==> src/sv/swm_pkg.sv <==
// shared types and constants for the sliding window maximum block
package swm_pkg;

  localparam int SAMPLE_BITS         = 16;
  localparam int WIN_CFG_BITS        = 11;
  localparam int DEF_WINDOW_CAPACITY = 1024;
  localparam logic [WIN_CFG_BITS-1:0] WINDOW_SIZE_RESET = WIN_CFG_BITS'(1);

  typedef struct packed {
    logic                          last_sample;
    logic signed [SAMPLE_BITS-1:0] sample;
  } swm_in_t;

  typedef struct packed {
    logic                          last_result;
    logic signed [SAMPLE_BITS-1:0] window_max;
  } swm_out_t;

  // result handed from the sequencer to the output register
  typedef struct packed {
    logic     load;
    swm_out_t data;
  } swm_res_t;

endpackage

==> src/sv/swm_out_reg.sv <==
// output register that holds a finished result until its transfer completes
module swm_out_reg (
  input  logic              clk,
  input  logic              rst_n,
  input  swm_pkg::swm_res_t res,
  output logic              blocked,
  output logic              out_valid,
  input  logic              out_stall,
  output swm_pkg::swm_out_t out_data
);
  import swm_pkg::*;

  logic     out_valid_r;
  logic     out_valid_nxt;
  swm_out_t out_data_r;

  always_comb begin
    out_valid_nxt = out_valid_r;
    if (res.load) begin
      out_valid_nxt = 1'b1;
    end else if (!out_stall) begin
      out_valid_nxt = 1'b0;
    end
  end

  always_ff @(posedge clk) begin
    if (!rst_n) begin
      out_valid_r <= 1'b0;
    end else begin
      out_valid_r <= out_valid_nxt;
    end
  end

  always_ff @(posedge clk) begin
    if (res.load) begin
      out_data_r <= res.data;
    end
  end

  assign blocked   = out_valid_r && out_stall;
  assign out_valid = out_valid_r;
  assign out_data  = out_data_r;

endmodule

==> config.mk <==
export PLATFORM = sky130hd
export DESIGN_NAME = swm_out_reg
export DESIGN_NICKNAME = d
export VERILOG_FILES = /design/src/sv/swm_pkg.sv /design/src/sv/swm_out_reg.sv
export SDC_FILE = /design/constraint.sdc
export NUM_CORES = 1
export LEC_CHECK = 0
export BUFFER_PORTS_ARGS = -buffer_cell sky130_fd_sc_hd__clkbuf_2
export CAP_MARGIN = 40
export CORE_MARGIN = 3
export CORE_UTILIZATION = 29
export CTS_CLUSTER_DIAMETER = 150
export DETAILED_ROUTE_END_ITERATION = 8
export GPL_ROUTABILITY_DRIVEN = 0
export GPL_TIMING_DRIVEN = 0
export SYNTH_ARGS = -nofsm -noshare
export SYNTH_HDL_FRONTEND = slang
export SYNTH_SLANG_ARGS = --single-unit
==> constraint.sdc <==
create_clock -name clk -period 0.8 [get_ports clk]
set_input_delay 0.04 -clock clk [delete_from_list [all_inputs] [get_ports clk]]
set_output_delay 0.04 -clock clk [all_outputs]
set_load 0.02 [all_outputs]
Word level (Yosys, flattened, before mapping)
Cells that the tools add are included.
{"block": "classes", "n_eq_ne": 1, "mux": 2, "n_reduce_logical": 1}
{"operator": "1-bit 2-to-1 mux", "count": 2}
{"operator": "2-bit != test (second input constant)", "count": 1}
{"operator": "1-bit logical AND", "count": 1}
{"block": "totals", "ff_bits": 18, "input_bits": 21, "output_inout_bits": 19, "word_cells": 7}

Logic depth before layout (Yosys ltp)
Gate-level depths: netlist of the first run.
{"block": "depth", "word_depth": 2, "ltp_mapped": 2, "mapped_depth_nobuf": 2}

Least setup slack after synthesis of the first run
Ideal clock, no wire load.
{"block": "synth_path", "kind": "reg2reg", "start": "register, netlist name out_valid", "end": "register out_valid_r, in the netlist out_valid", "setup_ns": 0.115, "arrival_time_ns": 0.692, "t_required_ns": 0.685, "slack_ns": -0.007, "stages_incl_launch_ff": 3, "path_buffers": 0, "synth_period_minus_slack_ns": 0.807, "cell_sequence": "dfxtp_1 > and2_4 > o21a_1"}
{"item": "to (signal assigned)", "line": "swm_out_reg.sv:30", "source": "out_valid_r <= out_valid_nxt;"}
{"item": "to (decl)", "line": "swm_out_reg.sv:13", "source": "logic out_valid_r;"}

Worst setup path in the final report of the first run
{"block": "layout_path", "start": "register out_valid_r, in the netlist out_valid", "end": "output blocked"}
{"block": "layout_via", "elab_chain_len": 1}
{"item": "1-bit logical AND", "line": "swm_out_reg.sv:40", "source": "assign blocked = out_valid_r && out_stall;"}
{"item": "to (decl)", "line": "swm_out_reg.sv:6", "source": "output logic blocked,"}
Every way passes these cells.

==> summary.md, run 1 <==
| Metric | Value |
|---|---|
| Die footprint | 2440 µm² |
| CTS tree | done |
| IO Pins | 40 |
| Tightest Pin Transition | 426 ps |
| Main combinational cell family by area after synthesis | simple AND/OR/NAND/NOR gates |
| Setup violators final | 19 |
| Placement Rows | 15 |
| Total track usage | 0.123 |
| Crit path max fanout | 2 |
| Global-route wire length before repair | approximately 2.1 mm |
| Iter 0 DRT Violations | 3 |
| Syn nets | 41 |
| Critical Path AT | around 900 ps |
| Worst r2r src | out_valid |
| Sequential element share of the synthesized area | 0.970 |
| Slew margin rel. | 0.716 |
| Initial core utilization | 0.313 |
| Core area | 1750 µm² |
| CP Class | flip-flop to output port |
| Vias/cell | just over 4 |
| Clock transition at path regs | 90 ps |
| Largest net degree at the start of global routing | 19 |
| Crit path time final | 920 ps |
| Simple-gate portion of the synthesized area | 0.0160 |
| Root Driver | clkbuf_4 |
| Post-synthesis mux area share | 0 |
| # diodes | 0 |
| Via count | 431 |
| Maximum Capacitance Violations | 0 |
| HPWL Detailed | 753 µm |
| Syn Inst Count | 20 |
| # H-tree levels | 1 |
| RSZ-0062 raised after global routing | yes |
| Commonest cells after routing, fill and taps aside | clkbuf_2 (20), dlygate4sd3_1 (18), edfxtp_1 (17) |
| Leakage | ~0.00046 µW |
| Critical Path End Type | output port |
| Final std cells w/o fill | 107 |
| Yosys reg bits | 18 |
| Synth Area in Compound Gates | 0.0137 |
| Adder-Cell Fraction of Synth Area | 0 |
| Grt ovf | 0 |
| Cell count of the worst reg-to-reg path | 2 |
| Die H | 49.4 µm |
| Num Clock Sinks | 18 |
| WHS Path Cells | 3 |
| HP Start | out_stall |
| # nets final | ~100 |
| Chip width | 49.4 µm |
| Clock latency on the worst-skew pair | 280 ps |
| Endpoints failing hold | 0 |
| YS warnings | 0 |
| Pre-antenna DRT Iters | 3 |
| Power Density | 1830 nW/µm² |
| Remaining routing DRC violations | 0 |
| VDD IR max | between 1 and 1.5 mV |
| Clk_skew | 0 ps |
| Hold Crit Class | primary input to flip-flop |
| DP Cell Count | between 80 and 90 |
| Period utilisation layout | 1.15 |
| Synth Area in XOR/XNOR | 0 |
| DP Worst Slack | 29.4 ps |
| Clk buf depth | 2 |
| Post-DR wirelength/cell | 13.1 µm |
| Fin. max-slew vios | 0 |
| CP startpoint kind | flip-flop |
| Post-Synthesis Cell Area | ~550 µm² |
| Initial antenna violation count | 0 |
| DRT antenna net count | 0 |
| Failing checks | setup timing |
| Distinct cell type count after synthesis | 4 |
| Critical Path RT | 760 ps |
| CP Launch Point | out_valid |
| WL final | around 1.4 mm |
| Setup ws final | -120 ps |
| Area Overhead vs Synth | 95.2% |
| Cts bufs inserted | 3 |
| Commonest non-fill, non-tap cell in the layout | clkbuf_2 |
| Port bufs | 39 |
| Status | complete, but fails checks |
| Syn avg cell area | 27.3 µm² |
| Vias in the first global route | 443 |
| Share of cells above drive strength 1 | 0.549 |
| Fmax | 1090 MHz |
metal layers:
layer | vias to the layer above | global-route usage | part of all wire
met5 | - | 0 | 0
met4 | 0 | 0.0783 | 0.021
met3 | 4 | 0.0428 | 0.088
met2 | 35 | 0.210 | 0.55
met1 | 190 | 0.128 | 0.34
li1 | 202 | - | -
report_power, final:
part | switching, µW | leakage, µW | internal (µW)
combinational | 171 | 0.000272 | 201
sequential | 26.5 | 0.000175 | 1110
clock | 245 | 0.0000150 | 193
layout make-up:
cell class | count | area, µm²
Fill cell | 136 | 678
Sequential cell | 18 | 532
Timing Repair Buffer | 58 | 462
Tap cell | 25 | 31.3
Clock buffer | 4 | 26.3
Multi-Input combinational cell | 2 | 16.3
through the flow:
step	hold slack (ps)	TNS, ps	instance area [µm²]	util	total power (µW)
after floorplan	139	0	548	-	1260
after global placement	217	0	774	0.444	1380
after detailed placement	219	0	774	0.444	1390
after CTS	85.6	-1360	992	0.568	1910
after global routing	135	-2120	1070	0.611	2060
final	147	-1120	1070	0.611	1950
flip-flops by register name, indices dropped and copies added, names as in the netlist:
| name | cells |
|---|---|
| out_data | 17 |
| out_valid | 1 |
repair_timing:
| item | CTS | global route |
|---|---|---|
| endpoints found under the setup margin | 19 | 19 |
| hold buffers | 18 | 0 |
| buffers inserted | 0 | 1 |
| endpoints found under the hold margin | 18 | 0 |
| pin swaps | 0 | 0 |
| gates resized for setup | 3 | 40 |
cell usage after synthesis:
master    number  area (µm²)
and2_4         1        8.76
o21a_1         1        7.51
dfxtp_1        1        20.0
edfxtp_1      17         510
final timing paths:
check	endpoint	slack (ps)
min reg2reg	out_valid	650
min	out_valid	150
max	blocked	-120
max reg2reg	out_valid	40
cell families (layout without fill, tap and decap cells):
kind of cell	count (synthesis)	after routing
buffers and inverters	0	62
AOI/OAI and AO/OA	1	1
and+or+nand+nor	1	1
DFF	18	18
critical path, stage by stage, from the launching register on:
cell and delay (ps):
dfxtp_2 340, and2_4 150, buf_8 110
Power figures use the tool's default switching activity.
==> inputs of run 2 (changes only) <==
--- a/config.mk
+++ b/config.mk
@@ -7,12 +7,15 @@
 export LEC_CHECK = 0
 export BUFFER_PORTS_ARGS = -buffer_cell sky130_fd_sc_hd__clkbuf_2
 export CAP_MARGIN = 40
+export CELL_PAD_IN_SITES_DETAIL_PLACEMENT = 0
+export CELL_PAD_IN_SITES_GLOBAL_PLACEMENT = 1
 export CORE_MARGIN = 3
-export CORE_UTILIZATION = 29
+export CORE_UTILIZATION = 26
 export CTS_CLUSTER_DIAMETER = 150
 export DETAILED_ROUTE_END_ITERATION = 8
 export GPL_ROUTABILITY_DRIVEN = 0
 export GPL_TIMING_DRIVEN = 0
+export PLACE_DENSITY_LB_ADDON = 0.1
 export SYNTH_ARGS = -nofsm -noshare
 export SYNTH_HDL_FRONTEND = slang
 export SYNTH_SLANG_ARGS = --single-unit
==> summary.md, run 2 (same netlist as run 1, synthesis figures left out) <==
| Metric | Value |
|---|---|
| Fin Setup TNS | -1150 ps |
| Share of cells above drive strength 1 | 0.543 |
| CP startpoint kind | flip-flop |
| Setup violators final | 19 |
| Placement Rows | 15 |
| Post-DR wirelength/cell | approximately 12 µm |
| Root Driver | clkbuf_4 |
| Status | complete, but fails checks |
| Fin util | 0.572 |
| Critical Path AT | slightly below 900 ps |
| Die footprint | 2690 µm² |
| Port bufs | 39 |
| CTS tree | done |
| # H-tree levels | 1 |
| Initial antenna violation count | 0 |
| DP Cell Count | 84 |
| Area Overhead vs Synth | 94.3% |
| VDD IR max | between 0.9 and 1 mV |
| Grt ovf | 0 |
| CP max-delay cell | dfxtp_2 |
| Die H | 51.9 µm |
| Period utilisation layout | 1.14 |
| Critical Path End Type | output port |
| Number of buffers and inverters on the critical path | 1 |
| Tightest Pin Transition | 418 ps |
| Fmax | 1100 MHz |
| Vias in the first global route | 466 |
| Power Density | 1850 nW/µm² |
| Commonest cells after routing, fill and taps aside | clkbuf_2 (20), dlygate4sd3_1 (18), edfxtp_1 (17) |
| Chip width | just over 50 µm |
| WL final | 1.24 mm |
| Cts bufs inserted | 3 |
| Failing checks | setup timing |
| Largest net degree at the start of global routing | 19 |
| Initial core utilization | 0.294 |
| DRT antenna net count | 0 |
| IO Pins | 40 |
| Pre-antenna DRT Iters | 3 |
| Clk_skew | 0 ps |
| Commonest non-fill, non-tap cell in the layout | clkbuf_2 |
| Endpoints failing hold | 0 |
| Crit path time final | 909 ps |
| Critical Path RT | 760 ps |
| Setup ws final | -109 ps |
| Iter 0 DRT Violations | 1 |
| Remaining routing DRC violations | 0 |
| Via count | 417 |
| Clock transition at path regs | 100 ps |
| # diodes | 0 |
| Core area | ~1900 µm² |
| Leakage | around 0.00046 µW |
| Max FFs per register | 17 |
| CP Class | flip-flop to output port |
| Max incr delay on CP | about 330 ps |
| Num Clock Sinks | 18 |
| Total track usage | 0.108 |
| Crit path max fanout | 2 |
| Maximum Capacitance Violations | 0 |
| Hold Crit Class | primary input to flip-flop |
| Fin. max-slew vios | 0 |
| Clk buf depth | 2 |
| CP top delay family | flip-flops |
| Worst-case hold slack | 103 ps |
| # nets final | 103 |
| Cells along the critical path | and2_4 > buf_8 |
| Global-route wire length before repair | slightly above 2 mm |
| Slew margin rel. | 0.721 |
| Final std cells w/o fill | 106 |
| Clock latency on the worst-skew pair | 280 ps |
| Setup Buffers After CTS | 0 |
| RSZ-0062 raised after global routing | yes |
| Vias/cell | 3.93 |
-- run 2: repair_timing --
item / CTS / global route
endpoints found under the setup margin: 19 / 19
gates cloned: 0 / 0
hold buffers: 18 / 0
resized for setup: 3 / 40
hold endpoints to repair: 18 / 0
-- run 2: routing by layer --
| layer | share of wire | vias up | GRT usage |
|---|---|---|---|
| met3 | 0.085 | 0 | 0.0315 |
| met4 | 0 | 0 | 0.0393 |
| met2 | 0.61 | 25 | 0.226 |
| li1 | - | 201 | - |
| met5 | 0 | - | 0 |
| met1 | 0.31 | 191 | 0.0907 |
-- run 2: tightest hold or removal path, stage by stage --
cell,delay (ps)
clkbuf_2,80
and2_4,140
o21a_1,100
-- run 2: metrics by stage --
| stage | worst slack [ps] | power [µW] | instance area, µm² |
|---|---|---|---|
| 2_1_floorplan | 27.4 | 1260 | 548 |
| 3_3_place_gp | 31.2 | 1390 | 774 |
| 3_5_place_dp | 27.9 | 1390 | 774 |
| 4_1_cts | -137 | 1920 | 992 |
| 5_1_grt | -144 | 2050 | 1060 |
| 6_report | -109 | 1970 | 1060 |
-- run 2: path summary, 6_finish.rpt --
kind	start	cells after the start	endpoint	slack, ps
worst max-delay path	out_valid	2	blocked	-110
worst min-delay path	out_stall	3	out_valid	100
worst max register to register	out_valid	2	out_valid	80
worst min register to register	out_valid	2	out_valid	600
-- run 2: cell type report --
class,count,area (µm²)
Timing Repair Buffer,57,457
Clock buffer,4,26.3
Fill cell,144,796
Tap cell,25,31.3
Sequential cell,18,532
Multi-Input combinational cell,2,16.3
-- run 2: report_power, final --
group	internal [µW]	total, µW	switching (µW)
Combinational	199	363	164
Sequential	1110	1140	25.9
Clock	193	467	274
